**src/sv/ihex_pkg.sv**
```systemverilog
`default_nettype none

package ihex_pkg;

   // record text codes
   localparam logic [7:0] COLON        = 8'h3A;
   localparam logic [7:0] TYPE_DATA    = 8'h00;
   localparam logic [7:0] TYPE_EOF     = 8'h01;
   localparam logic [7:0] TYPE_EXT_LIN = 8'h04;

   // configuration port
   localparam int         CSR_ADDR_W       = 3;
   localparam logic       CSR_IDX_FLASH    = 1'b0;
   localparam logic       CSR_IDX_BUF_SIZE = 1'b1;

   typedef enum logic [2:0] {
      ST_OK        = 3'd0,
      ST_MALFORMED = 3'd1,
      ST_CHECKSUM  = 3'd2,
      ST_RANGE     = 3'd3,
      ST_TOO_LONG  = 3'd4
   } status_type;

   typedef enum logic [2:0] {
      S_IDLE,
      S_CHECK,
      S_W_ADDR,
      S_W_CHECK,
      S_STATUS
   } ctrl_state_type;

   typedef struct packed {
      logic take_char;
      logic new_image;
      logic check;
      logic addr_step;
      logic flag_range;
      logic emit_write;
      logic emit_status;
   } ctrl_cmd_type;

   typedef struct packed {
      logic loop_go;
      logic out_range;
      logic last_write;
      logic out_free;
   } dp_stat_type;

   typedef struct packed {
      logic        is_write;
      logic [31:0] buffer_offset;
      logic [7:0]  data_byte;
      logic [2:0]  status;
      logic [5:0]  bytes_written;
      logic [31:0] lowest_address;
      logic [31:0] highest_address;
      logic        last;
   } rsp_word_type;

   // {valid, nibble} of one ascii hex digit, either case
   function automatic logic [4:0] hex_nibble(input logic [7:0] c);
      logic [4:0] r;
      r = 5'd0;
      if (c >= 8'h30 && c <= 8'h39) begin
         r = {1'b1, c[3:0]};
      end else if ((c >= 8'h41 && c <= 8'h46) || (c >= 8'h61 && c <= 8'h66)) begin
         r = {1'b1, c[3:0] + 4'd9};
      end
      return r;
   endfunction

endpackage

`default_nettype wire

```
**src/sv/ihex_if.sv**
```systemverilog
`default_nettype none

interface ihex_req_if;
   logic       valid;
   logic       ready;
   logic       mode;
   logic [7:0] character_code;
   logic       end_of_record;

   modport source (output valid, output mode, output character_code,
                   output end_of_record, input ready);
   modport sink   (input valid, input mode, input character_code,
                   input end_of_record, output ready);
endinterface

interface ihex_rsp_if;
   logic        valid;
   logic        ready;
   logic        is_write;
   logic [31:0] buffer_offset;
   logic [7:0]  data_byte;
   logic [2:0]  status;
   logic [5:0]  bytes_written;
   logic [31:0] lowest_address;
   logic [31:0] highest_address;
   logic        last;

   modport source (output valid, output is_write, output buffer_offset,
                   output data_byte, output status, output bytes_written,
                   output lowest_address, output highest_address, output last,
                   input ready);
   modport sink   (input valid, input is_write, input buffer_offset,
                   input data_byte, input status, input bytes_written,
                   input lowest_address, input highest_address, input last,
                   output ready);
endinterface

`default_nettype wire

```
**src/sv/ihex_ctrl.sv**
```systemverilog
`default_nettype none

module ihex_ctrl (
   input  wire                    clock,
   input  wire                    reset,
   input  wire                    req_valid,
   input  wire                    req_mode,
   input  wire                    req_end_of_record,
   output logic                   req_ready,
   input  ihex_pkg::dp_stat_type  stat,
   output ihex_pkg::ctrl_cmd_type cmd
);

   ihex_pkg::ctrl_state_type state_ff, state_in;

   always_ff @(posedge clock) begin
      if (reset) begin
         state_ff <= ihex_pkg::S_IDLE;
      end else begin
         state_ff <= state_in;
      end
   end

   always_comb begin
      state_in  = state_ff;
      cmd       = '0;
      req_ready = 1'b0;
      unique case (state_ff)
         ihex_pkg::S_IDLE: begin
            req_ready = 1'b1;
            if (req_valid) begin
               if (req_mode) begin
                  cmd.new_image = 1'b1;
               end else begin
                  cmd.take_char = 1'b1;
                  if (req_end_of_record) begin
                     state_in = ihex_pkg::S_CHECK;
                  end
               end
            end
         end
         ihex_pkg::S_CHECK: begin
            cmd.check = 1'b1;
            state_in  = stat.loop_go ? ihex_pkg::S_W_ADDR : ihex_pkg::S_STATUS;
         end
         ihex_pkg::S_W_ADDR: begin
            cmd.addr_step = 1'b1;
            state_in      = ihex_pkg::S_W_CHECK;
         end
         ihex_pkg::S_W_CHECK: begin
            if (stat.out_range) begin
               cmd.flag_range = 1'b1;
               state_in       = ihex_pkg::S_STATUS;
            end else if (stat.out_free) begin
               cmd.emit_write = 1'b1;
               state_in = stat.last_write ? ihex_pkg::S_STATUS : ihex_pkg::S_W_ADDR;
            end
         end
         ihex_pkg::S_STATUS: begin
            if (stat.out_free) begin
               cmd.emit_status = 1'b1;
               state_in        = ihex_pkg::S_IDLE;
            end
         end
         default: begin
            state_in = ihex_pkg::S_IDLE;
         end
      endcase
   end

endmodule

`default_nettype wire

```
**src/sv/ihex_dp.sv**
```systemverilog
`default_nettype none

module ihex_dp #(
   parameter int MAX_DATA = 32
) (
   input  wire                    clock,
   input  wire                    reset,
   input  ihex_pkg::ctrl_cmd_type cmd,
   output ihex_pkg::dp_stat_type  stat,
   input  wire [7:0]              character_code,
   input  wire [31:0]             flash_base,
   input  wire [31:0]             buffer_size,
   input  wire                    rsp_ready,
   output logic                   rsp_valid,
   output ihex_pkg::rsp_word_type rsp_word
);

   localparam int STORE_DEPTH = (MAX_DATA < 2) ? 2 : MAX_DATA;
   localparam int AW          = (STORE_DEPTH > 1) ? $clog2(STORE_DEPTH) : 1;

   logic [7:0]  pos_ff,    pos_in;
   logic [3:0]  hold_ff,   hold_in;
   logic [7:0]  count_ff,  count_in;
   logic [15:0] offset_ff, offset_in;
   logic [7:0]  type_ff,   type_in;
   logic [7:0]  sum_ff,    sum_in;
   ihex_pkg::status_type err_ff, err_in, final_code;
   logic [15:0] ext_ff,    ext_in;
   logic [31:0] lo_ff,     lo_in;
   logic [31:0] hi_ff,     hi_in;
   logic [15:0] shadow_ff, shadow_in;
   logic [5:0]  i_ff,      i_in;
   logic [31:0] addr_ff,   addr_in;
   logic [31:0] off_ff,    off_in;
   logic [7:0]  rd_ff;
   logic        out_valid_ff, out_valid_in;
   ihex_pkg::rsp_word_type out_word_ff, out_word_in;

   logic [7:0]  data_store [STORE_DEPTH];
   logic          mem_we;
   logic [AW-1:0] mem_waddr;
   logic [7:0]    mem_wdata;

   logic [7:0]  pos_m1;
   logic [6:0]  idx;
   logic [6:0]  store_idx;
   logic [6:0]  got;
   logic [8:0]  needed;
   logic [4:0]  hexv;
   logic [7:0]  byte_val;
   logic        malformed;
   logic        out_free;

   assign pos_m1    = pos_ff - 8'd1;
   assign idx       = pos_m1[7:1];
   assign store_idx = idx - 7'd4;
   assign got       = (pos_ff != 8'd0) ? pos_m1[7:1] : 7'd0;
   assign hexv      = ihex_pkg::hex_nibble(character_code);
   assign byte_val  = {hold_ff, hexv[3:0]};
   assign out_free  = !out_valid_ff || rsp_ready;

   always_comb begin
      if (type_ff == ihex_pkg::TYPE_EOF) begin
         needed = 9'd5;
      end else if (type_ff == ihex_pkg::TYPE_EXT_LIN) begin
         needed = 9'd7;
      end else begin
         needed = 9'd5 + {1'b0, count_ff};
      end
   end

   // record verdict once the final character is in
   assign malformed = (pos_ff < 8'd9) || ({2'b00, got} < needed);

   always_comb begin
      if (err_ff != ihex_pkg::ST_OK) begin
         final_code = err_ff;
      end else if (malformed) begin
         final_code = ihex_pkg::ST_MALFORMED;
      end else if (sum_ff != 8'd0) begin
         final_code = ihex_pkg::ST_CHECKSUM;
      end else begin
         final_code = ihex_pkg::ST_OK;
      end
   end

   assign stat.loop_go    = (final_code == ihex_pkg::ST_OK) &&
                            (type_ff == ihex_pkg::TYPE_DATA) && (count_ff != 8'd0);
   assign stat.out_range  = off_ff >= buffer_size;
   assign stat.last_write = ({2'b00, i_ff} + 8'd1) == count_ff;
   assign stat.out_free   = out_free;

   always_comb begin
      pos_in    = pos_ff;
      hold_in   = hold_ff;
      count_in  = count_ff;
      offset_in = offset_ff;
      type_in   = type_ff;
      sum_in    = sum_ff;
      err_in    = err_ff;
      ext_in    = ext_ff;
      lo_in     = lo_ff;
      hi_in     = hi_ff;
      shadow_in = shadow_ff;
      i_in      = i_ff;
      addr_in   = addr_ff;
      off_in    = off_ff;
      mem_we    = 1'b0;
      mem_waddr = store_idx[AW-1:0];
      mem_wdata = byte_val;

      if (cmd.new_image) begin
         pos_in    = '0;
         hold_in   = '0;
         count_in  = '0;
         offset_in = '0;
         type_in   = '0;
         sum_in    = '0;
         err_in    = ihex_pkg::ST_OK;
         ext_in    = '0;
         lo_in     = '1;
         hi_in     = '0;
      end else if (cmd.take_char) begin
         if (pos_ff != 8'hFF) begin
            pos_in = pos_ff + 8'd1;
         end
         if (err_ff == ihex_pkg::ST_OK) begin
            if (pos_ff == 8'd0) begin
               if (character_code != ihex_pkg::COLON) begin
                  err_in = ihex_pkg::ST_MALFORMED;
               end
            end else if (!(idx >= 7'd4 && {2'b00, idx} >= needed)) begin
               if (!hexv[4]) begin
                  err_in = ihex_pkg::ST_MALFORMED;
               end else if (!pos_m1[0]) begin
                  hold_in = hexv[3:0];
               end else begin
                  sum_in = sum_ff + byte_val;
                  unique case (idx)
                     7'd0: count_in = byte_val;
                     7'd1: offset_in = {byte_val, offset_ff[7:0]};
                     7'd2: offset_in = {offset_ff[15:8], byte_val};
                     7'd3: begin
                        type_in = byte_val;
                        if (byte_val != ihex_pkg::TYPE_EOF &&
                            byte_val != ihex_pkg::TYPE_EXT_LIN &&
                            count_ff > 8'(MAX_DATA)) begin
                           err_in = ihex_pkg::ST_TOO_LONG;
                        end
                     end
                     default: begin
                        if (store_idx < 7'(STORE_DEPTH)) begin
                           mem_we = 1'b1;
                        end
                        // first two data bytes kept for the extended base
                        if (idx == 7'd4) begin
                           shadow_in = {byte_val, shadow_ff[7:0]};
                        end else if (idx == 7'd5) begin
                           shadow_in = {shadow_ff[15:8], byte_val};
                        end
                     end
                  endcase
               end
            end
         end
      end else if (cmd.check) begin
         err_in  = final_code;
         i_in    = '0;
         addr_in = {ext_ff, offset_ff};
         if (final_code == ihex_pkg::ST_OK && type_ff == ihex_pkg::TYPE_EXT_LIN) begin
            ext_in = shadow_ff;
         end
      end else if (cmd.addr_step) begin
         if (addr_ff < lo_ff) begin
            lo_in = addr_ff;
         end
         if (addr_ff > hi_ff) begin
            hi_in = addr_ff;
         end
         off_in = addr_ff - flash_base;
      end else if (cmd.flag_range) begin
         err_in = ihex_pkg::ST_RANGE;
      end else if (cmd.emit_write) begin
         i_in    = i_ff + 6'd1;
         addr_in = addr_ff + 32'd1;
      end else if (cmd.emit_status) begin
         pos_in    = '0;
         hold_in   = '0;
         count_in  = '0;
         offset_in = '0;
         type_in   = '0;
         sum_in    = '0;
         err_in    = ihex_pkg::ST_OK;
      end
   end

   always_comb begin
      out_word_in  = out_word_ff;
      out_valid_in = rsp_ready ? 1'b0 : out_valid_ff;
      if (cmd.emit_write) begin
         out_word_in               = '0;
         out_word_in.is_write      = 1'b1;
         out_word_in.buffer_offset = off_ff;
         out_word_in.data_byte     = rd_ff;
         out_valid_in              = 1'b1;
      end else if (cmd.emit_status) begin
         out_word_in                 = '0;
         out_word_in.status          = err_ff;
         out_word_in.bytes_written   = i_ff;
         out_word_in.lowest_address  = lo_ff;
         out_word_in.highest_address = hi_ff;
         out_word_in.last            = 1'b1;
         out_valid_in                = 1'b1;
      end
   end

   always_ff @(posedge clock) begin
      if (reset) begin
         pos_ff       <= '0;
         hold_ff      <= '0;
         count_ff     <= '0;
         offset_ff    <= '0;
         type_ff      <= '0;
         sum_ff       <= '0;
         err_ff       <= ihex_pkg::ST_OK;
         ext_ff       <= '0;
         lo_ff        <= '1;
         hi_ff        <= '0;
         out_valid_ff <= 1'b0;
      end else begin
         pos_ff       <= pos_in;
         hold_ff      <= hold_in;
         count_ff     <= count_in;
         offset_ff    <= offset_in;
         type_ff      <= type_in;
         sum_ff       <= sum_in;
         err_ff       <= err_in;
         ext_ff       <= ext_in;
         lo_ff        <= lo_in;
         hi_ff        <= hi_in;
         out_valid_ff <= out_valid_in;
      end
   end

   always_ff @(posedge clock) begin
      shadow_ff   <= shadow_in;
      i_ff        <= i_in;
      addr_ff     <= addr_in;
      off_ff      <= off_in;
      out_word_ff <= out_word_in;
   end

   // record data store, one write and one registered read port
   always_ff @(posedge clock) begin
      if (mem_we) begin
         data_store[mem_waddr] <= mem_wdata;
      end
      if (cmd.addr_step) begin
         rd_ff <= data_store[i_ff[AW-1:0]];
      end
   end

   assign rsp_valid = out_valid_ff;
   assign rsp_word  = out_word_ff;

endmodule

`default_nettype wire

```
**src/sv/intel_hex_record_parser.sv**
```systemverilog
`default_nettype none

// intel hex record parser: feed a record one character per word (mode 0), with
// end_of_record set on its final character; mode 1 starts a new image and
// clears the extended base and the seen address range. characters are taken
// back to back while no record is finishing. on the final character the block
// finishes the record: it settles the verdict, then for each data byte the data
// store's registered read and the address subtract against flash_base share a
// step before the range check and the write; then comes the status word. a
// byte outside the buffer ends the loop with a range status. write and status
// words wait while the result side stalls. req ready is low while a record
// finishes; a finished word waiting in the output register does not hold up
// the next characters. flash_base sits at byte address 0 and buffer_size at 4
// of the apb-style register port, which must only be written while idle.
module intel_hex_record_parser #(
   parameter int MAX_DATA = 32
) (
   input  wire                                clock,
   input  wire                                reset,
   ihex_req_if.sink                           req_bus,
   ihex_rsp_if.source                         rsp_bus,
   input  wire                                psel,
   input  wire                                penable,
   input  wire                                pwrite,
   input  wire [ihex_pkg::CSR_ADDR_W-1:0]     paddr,
   input  wire [31:0]                         pwdata,
   output logic [31:0]                        prdata,
   output logic                               pready
);

   // configuration registers
   logic [31:0] flash_base_ff;
   logic [31:0] buffer_size_ff;
   logic        csr_write;

   ihex_pkg::ctrl_cmd_type cmd;
   ihex_pkg::dp_stat_type  stat;
   ihex_pkg::rsp_word_type rsp_word;

   assign pready    = 1'b1;
   assign csr_write = psel && penable && pwrite;

   // register select on the word address bit
   always_ff @(posedge clock) begin
      if (reset) begin
         flash_base_ff  <= '0;
         buffer_size_ff <= '0;
      end else if (csr_write) begin
         unique case (paddr[2])
            ihex_pkg::CSR_IDX_FLASH:    flash_base_ff  <= pwdata;
            ihex_pkg::CSR_IDX_BUF_SIZE: buffer_size_ff <= pwdata;
            default: ;
         endcase
      end
   end

   always_comb begin
      unique case (paddr[2])
         ihex_pkg::CSR_IDX_FLASH:    prdata = flash_base_ff;
         ihex_pkg::CSR_IDX_BUF_SIZE: prdata = buffer_size_ff;
         default:                    prdata = '0;
      endcase
   end

   // sequencer: character intake, verdict, write loop, status word
   ihex_ctrl u_ctrl (
      .clock             (clock),
      .reset             (reset),
      .req_valid         (req_bus.valid),
      .req_mode          (req_bus.mode),
      .req_end_of_record (req_bus.end_of_record),
      .req_ready         (req_bus.ready),
      .stat              (stat),
      .cmd               (cmd)
   );

   // record fields, checksum, data store, address range and output register
   ihex_dp #(
      .MAX_DATA (MAX_DATA)
   ) u_dp (
      .clock          (clock),
      .reset          (reset),
      .cmd            (cmd),
      .stat           (stat),
      .character_code (req_bus.character_code),
      .flash_base     (flash_base_ff),
      .buffer_size    (buffer_size_ff),
      .rsp_ready      (rsp_bus.ready),
      .rsp_valid      (rsp_bus.valid),
      .rsp_word       (rsp_word)
   );

   // result word onto the channel
   assign rsp_bus.is_write        = rsp_word.is_write;
   assign rsp_bus.buffer_offset   = rsp_word.buffer_offset;
   assign rsp_bus.data_byte       = rsp_word.data_byte;
   assign rsp_bus.status          = rsp_word.status;
   assign rsp_bus.bytes_written   = rsp_word.bytes_written;
   assign rsp_bus.lowest_address  = rsp_word.lowest_address;
   assign rsp_bus.highest_address = rsp_word.highest_address;
   assign rsp_bus.last            = rsp_word.last;

endmodule

`default_nettype wire
```
**src/flat_wrapper.sv**
```systemverilog
// flat-port wrapper written by rule: the top's interface ports become plain ports
module intel_hex_record_parser_flat 
#(
   parameter int MAX_DATA = 32
)
  (clock, reset, psel, penable, pwrite, paddr, pwdata, prdata, pready, req_bus_valid, req_bus_mode, req_bus_character_code, req_bus_end_of_record, req_bus_ready, rsp_bus_valid, rsp_bus_is_write, rsp_bus_buffer_offset, rsp_bus_data_byte, rsp_bus_status, rsp_bus_bytes_written, rsp_bus_lowest_address, rsp_bus_highest_address, rsp_bus_last, rsp_bus_ready);
  ihex_req_if req_bus_i ();
  ihex_rsp_if rsp_bus_i ();
  input  wire clock;
  input  wire reset;
  input  wire psel;
  input  wire penable;
  input  wire pwrite;
  input  wire [ihex_pkg::CSR_ADDR_W-1:0] paddr;
  input  wire [31:0] pwdata;
  output logic [31:0] prdata;
  output logic pready;
  input wire logic [$bits(req_bus_i.valid)-1:0] req_bus_valid;
  input wire logic [$bits(req_bus_i.mode)-1:0] req_bus_mode;
  input wire logic [$bits(req_bus_i.character_code)-1:0] req_bus_character_code;
  input wire logic [$bits(req_bus_i.end_of_record)-1:0] req_bus_end_of_record;
  output wire logic [$bits(req_bus_i.ready)-1:0] req_bus_ready;
  output wire logic [$bits(rsp_bus_i.valid)-1:0] rsp_bus_valid;
  output wire logic [$bits(rsp_bus_i.is_write)-1:0] rsp_bus_is_write;
  output wire logic [$bits(rsp_bus_i.buffer_offset)-1:0] rsp_bus_buffer_offset;
  output wire logic [$bits(rsp_bus_i.data_byte)-1:0] rsp_bus_data_byte;
  output wire logic [$bits(rsp_bus_i.status)-1:0] rsp_bus_status;
  output wire logic [$bits(rsp_bus_i.bytes_written)-1:0] rsp_bus_bytes_written;
  output wire logic [$bits(rsp_bus_i.lowest_address)-1:0] rsp_bus_lowest_address;
  output wire logic [$bits(rsp_bus_i.highest_address)-1:0] rsp_bus_highest_address;
  output wire logic [$bits(rsp_bus_i.last)-1:0] rsp_bus_last;
  input wire logic [$bits(rsp_bus_i.ready)-1:0] rsp_bus_ready;
  assign req_bus_i.valid = req_bus_valid;
  assign req_bus_i.mode = req_bus_mode;
  assign req_bus_i.character_code = req_bus_character_code;
  assign req_bus_i.end_of_record = req_bus_end_of_record;
  assign req_bus_ready = req_bus_i.ready;
  assign rsp_bus_valid = rsp_bus_i.valid;
  assign rsp_bus_is_write = rsp_bus_i.is_write;
  assign rsp_bus_buffer_offset = rsp_bus_i.buffer_offset;
  assign rsp_bus_data_byte = rsp_bus_i.data_byte;
  assign rsp_bus_status = rsp_bus_i.status;
  assign rsp_bus_bytes_written = rsp_bus_i.bytes_written;
  assign rsp_bus_lowest_address = rsp_bus_i.lowest_address;
  assign rsp_bus_highest_address = rsp_bus_i.highest_address;
  assign rsp_bus_last = rsp_bus_i.last;
  assign rsp_bus_i.ready = rsp_bus_ready;
  intel_hex_record_parser #(.MAX_DATA(MAX_DATA)) u_core (.clock(clock), .reset(reset), .req_bus(req_bus_i), .rsp_bus(rsp_bus_i), .psel(psel), .penable(penable), .pwrite(pwrite), .paddr(paddr), .pwdata(pwdata), .prdata(prdata), .pready(pready));
endmodule
```
**config.mk**
```make
export PLATFORM = sky130hd
export DESIGN_NAME = intel_hex_record_parser_flat
export DESIGN_NICKNAME = d
export VERILOG_FILES = /design/src/sv/ihex_pkg.sv /design/src/sv/ihex_if.sv /design/src/sv/ihex_ctrl.sv /design/src/sv/ihex_dp.sv /design/src/sv/intel_hex_record_parser.sv /design/src/flat_wrapper.sv
export SDC_FILE = /design/constraint.sdc
export NUM_CORES = 1
export LEC_CHECK = 0
export BUFFER_PORTS_ARGS = -buffer_cell sky130_fd_sc_hd__buf_2
export CAP_MARGIN = 20
export CORE_MARGIN = 5
export CORE_UTILIZATION = 61
export CTS_CLUSTER_DIAMETER = 80
export DETAILED_ROUTE_END_ITERATION = 7
export PLACE_DENSITY = 0.8
export SLEW_MARGIN = 20
export SYNTH_ARGS = -nofsm -noshare
export SYNTH_HDL_FRONTEND = slang
export SYNTH_SLANG_ARGS = --single-unit
```
**constraint.sdc**
```tcl
create_clock -name clock -period 5.3 [get_ports clock]
set_clock_uncertainty 0.05 [all_clocks]
set_input_delay 0.265 -clock clock [delete_from_list [all_inputs] [get_ports clock]]
set_output_delay 0.265 -clock clock [all_outputs]
set_load 0.005 [all_outputs]
```
==> impl_metrics.json <==
{
  "hp-class": "input port to register",
  "placed_cells": 3602,
  "crit_path_end_kind": "register",
  "post-route-util_pct": 69.6,
  "final_cells": 3764,
  "cts-hold-fix-buffers": 33,
  "dpl_cell_area_sq_um": 32900,
  "setup_violations": 0,
  "hold_viol": 0,
  "syn_area_sq_um": 31300,
  "drt.antenna.violating_nets": 0,
  "ys_seq_area_share_pct": 55.2,
  "grt-ovfl-total": 0,
  "post-cts-setup-buffers": 0,
  "maxCapViolations": 0,
  "fmax_ghz": 0.223,
  "ys.flop_type": "edfxtp_1",
  "synthArstFlopShare_pct": 0,
  "syn_inst": 2834,
  "rsz0062_at_grt": "no",
  "cp.arrival_ns": 4.69,
  "routedWlPerCell_um": 22.0,
  "clk_pin_slew_worst_paths_ns": 0.06,
  "crit_type": "register to register",
  "tns_ns": 0,
  "post_cts_resized": 0,
  "grt_util_all_layers_pct": 28.8,
  "ys_types": 95,
  "r2r_start": "u_core.u_dp.pos_ff[1]",
  "cts.path.max_buffers": 3,
  "via_per_inst": 6.06,
  "fin_area_sq_um": 35600,
  "path_max_fanout": 8,
  "fin_total_pwr_mw": 12.0,
  "coreArea_sq_um": 51100,
  "route.detailed.drc": 0,
  "gp_congestion": 0.878,
  "detailed_place_hpwl_mm": 55.4,
  "worstPathRequired_ns": 5.50,
  "io-pin-count": 202,
  "die_y_um": 236,
  "clk_latency_ns": 0.62,
  "slew_headroom_pct": 32.9,
  "worstMarginPinSlew_ns": 1.01,
  "syn_nets": 3047,
  "power_density_nw_per_um2": 336,
  "port_buffers": 198,
  "grt_max_degree": 115,
  "min_period_ns": 4.49,
  "die-area_sq_um": 55900,
  "drt_first_pass_iters": 6,
  "via_count": 22800,
  "yosysWarnings": 0,
  "wl_mm": 82.6,
  "drive_gt1_share_pct": 15.4,
  "cts_buffers": 69,
  "final_max_slew_viol_count": 0,
  "ir_worst_vdd_mv": 0.270,
  "crit_start": "u_core.u_dp.pos_ff[1]",
  "die_x_um": 236,
  "synth.avg_cell_area_sq_um": 11.0,
  "ys_ff_latch": 668,
  "cts_root_buf": "clkbuf_16",
  "grt_pass1_wl_mm": 127,
  "leakage_nw": 13.8,
  "nets": 3239,
  "cts.sinks": 668,
  "min-delay-start": "req_bus_end_of_record",
  "fillers": 3540,
  "start_util_pct": 61.2,
  "critPathLaunchType": "register",
  "antenna_found_initial": 2,
  "drtIter0Drc": 2252,
  "finalCritPeriodShare_pct": 84.8,
  "grt_pass1_vias": 22800,
  "area_delta_synth_final_pct": 13.8,
  "synth_edf_count": 390,
  "mostFrequentLayoutCells": "nand2_1 (437), edfxtp_1 (390), dfxtp_1 (275), a21oi_1 (219), nor2_1 (211)",
  "h-tree-depth": 3,
  "rows": 83,
  "status": "complete, no violations",
  "cts_tree": "built",
  "final_common_cell": "nand2_1"
}
==> flip-flops by register name (all words and copies together) (netlist names), 16 cells and up <==
signal / cells
u_core.buffer_size_ff: 32
u_core.flash_base_ff: 32
u_core.u_dp.addr_ff: 32
u_core.u_dp.data_store: 256
u_core.u_dp.ext_ff: 16
u_core.u_dp.hi_ff: 32
u_core.u_dp.lo_ff: 32
u_core.u_dp.off_ff: 32
u_core.u_dp.offset_ff: 16
u_core.u_dp.rsp_word: 115
u_core.u_dp.shadow_ff: 16
==> per-layer routing <==
metal / share of wire [%] / track usage [%] / vias to the layer above
li1: - / - / 10500
met1: 38 / 36.4 / 11000
met2: 50 / 48.9 / 1093
met3: 7.9 / 4.82 / 237
met4: 4.6 / 13.0 / 0
met5: 0 / 0 / -
==> power breakdown <==
part	leakage (nW)	total, mW	switching [mW]	internal, mW
sequential	6.35	5.83	0.154	5.68
clock	1.16	5.04	2.08	2.97
combinational	6.31	1.10	0.632	0.463
==> critical path, stage by stage (launching register included) <==
cell      delay (ns)
dfxtp_1         0.49
inv_1           0.13
ha_1            0.32
xnor2_2         0.27
inv_1           0.16
ha_1            0.32
a21o_1          0.16
a211oi_1        0.23
o31a_1          0.17
a311o_4         0.15
nand4_1         0.14
nor2_1          0.25
nand3_1         0.50
nor2_1          0.79
==> worst paths after layout <==
kind	cells past startpoint	end	slack, ns
max	13	u_core.u_dp.data_store[22][4]	0.81
max reg2reg	13	u_core.u_dp.data_store[22][4]	0.81
min	5	u_core.u_ctrl.state_ff[0]	0.16
min reg2reg	2	u_core.u_dp.rsp_word[37]	0.40
==> final cells by class <==
cell class,count,area (sq um),share of cell area [%]
clock inverter,42,503,1.41
clock buffer,86,1860,5.23
tap,680,851,2.39
multi-input combinational,1862,12900,36.2
antenna,1,2.50,0.00703
timing repair buffer,264,1590,4.46
sequential,668,17300,48.6
inverter,161,604,1.70
==> cells by family after synthesis <==
| kind of cell | count (synthesis) | synth area share (%) |
|---|---|---|
| adder cells (fa/ha/maj) | 161 | 6.49 |
| other | 1 | 0.0120 |
| buffers and inverters | 304 | 3.91 |
| AO/OA/AOI/OAI | 509 | 9.87 |
| flip-flops | 668 | 55.2 |
| multiplexers | 160 | 8.38 |
| XOR/XNOR | 92 | 2.60 |
| AND/OR/NAND/NOR | 939 | 13.5 |
==> synthesized netlist by cell type (all sizes together), types with 4 or more instances <==
| cell | instances | area share, % |
|---|---|---|
| nor4 | 13 | 0.30 |
| edfxtp | 390 | 37 |
| a32oi | 4 | 0.11 |
| buf | 39 | 0.72 |
| or3 | 4 | 0.080 |
| or2 | 5 | 0.10 |
| o31ai | 7 | 0.17 |
| nand4 | 30 | 0.60 |
| dfxtp | 278 | 18 |
| o21ai | 114 | 1.9 |
| ha | 159 | 6.4 |
| mux2 | 11 | 0.41 |
| nor2b | 17 | 0.34 |
| nor4b | 4 | 0.13 |
| nor3 | 48 | 0.85 |
| a211o | 6 | 0.17 |
| a22oi | 5 | 0.12 |
| a2111oi | 4 | 0.11 |
| or4 | 6 | 0.14 |
| a31oi | 35 | 0.72 |
| or3b | 4 | 0.11 |
| xnor2 | 49 | 1.4 |
| xor2 | 43 | 1.2 |
| nor3b | 5 | 0.12 |
| and2 | 53 | 1.1 |
| and3 | 16 | 0.32 |
| a211oi | 12 | 0.29 |
| nand2b | 14 | 0.28 |
| mux2i | 69 | 2.2 |
| nand2 | 438 | 5.3 |
| o21a | 18 | 0.43 |
| a21oi | 221 | 3.6 |
| o211ai | 16 | 0.38 |
| inv | 161 | 1.9 |
| clkbuf | 104 | 1.3 |
| nand3 | 56 | 0.90 |
| o21bai | 8 | 0.19 |
| mux4 | 80 | 5.8 |
| a21o | 28 | 0.67 |
| nor2 | 218 | 2.6 |
==> per-stage QoR <==
step                setup slack (ns)  hold WS, ns
global placement               0.902        0.387
floorplan                       1.08        0.351
global route                   0.466        0.183
detailed placement             0.873        0.393
CTS                            0.830        0.138
finish                         0.806        0.165
Power figures use the tool's default switching activity.
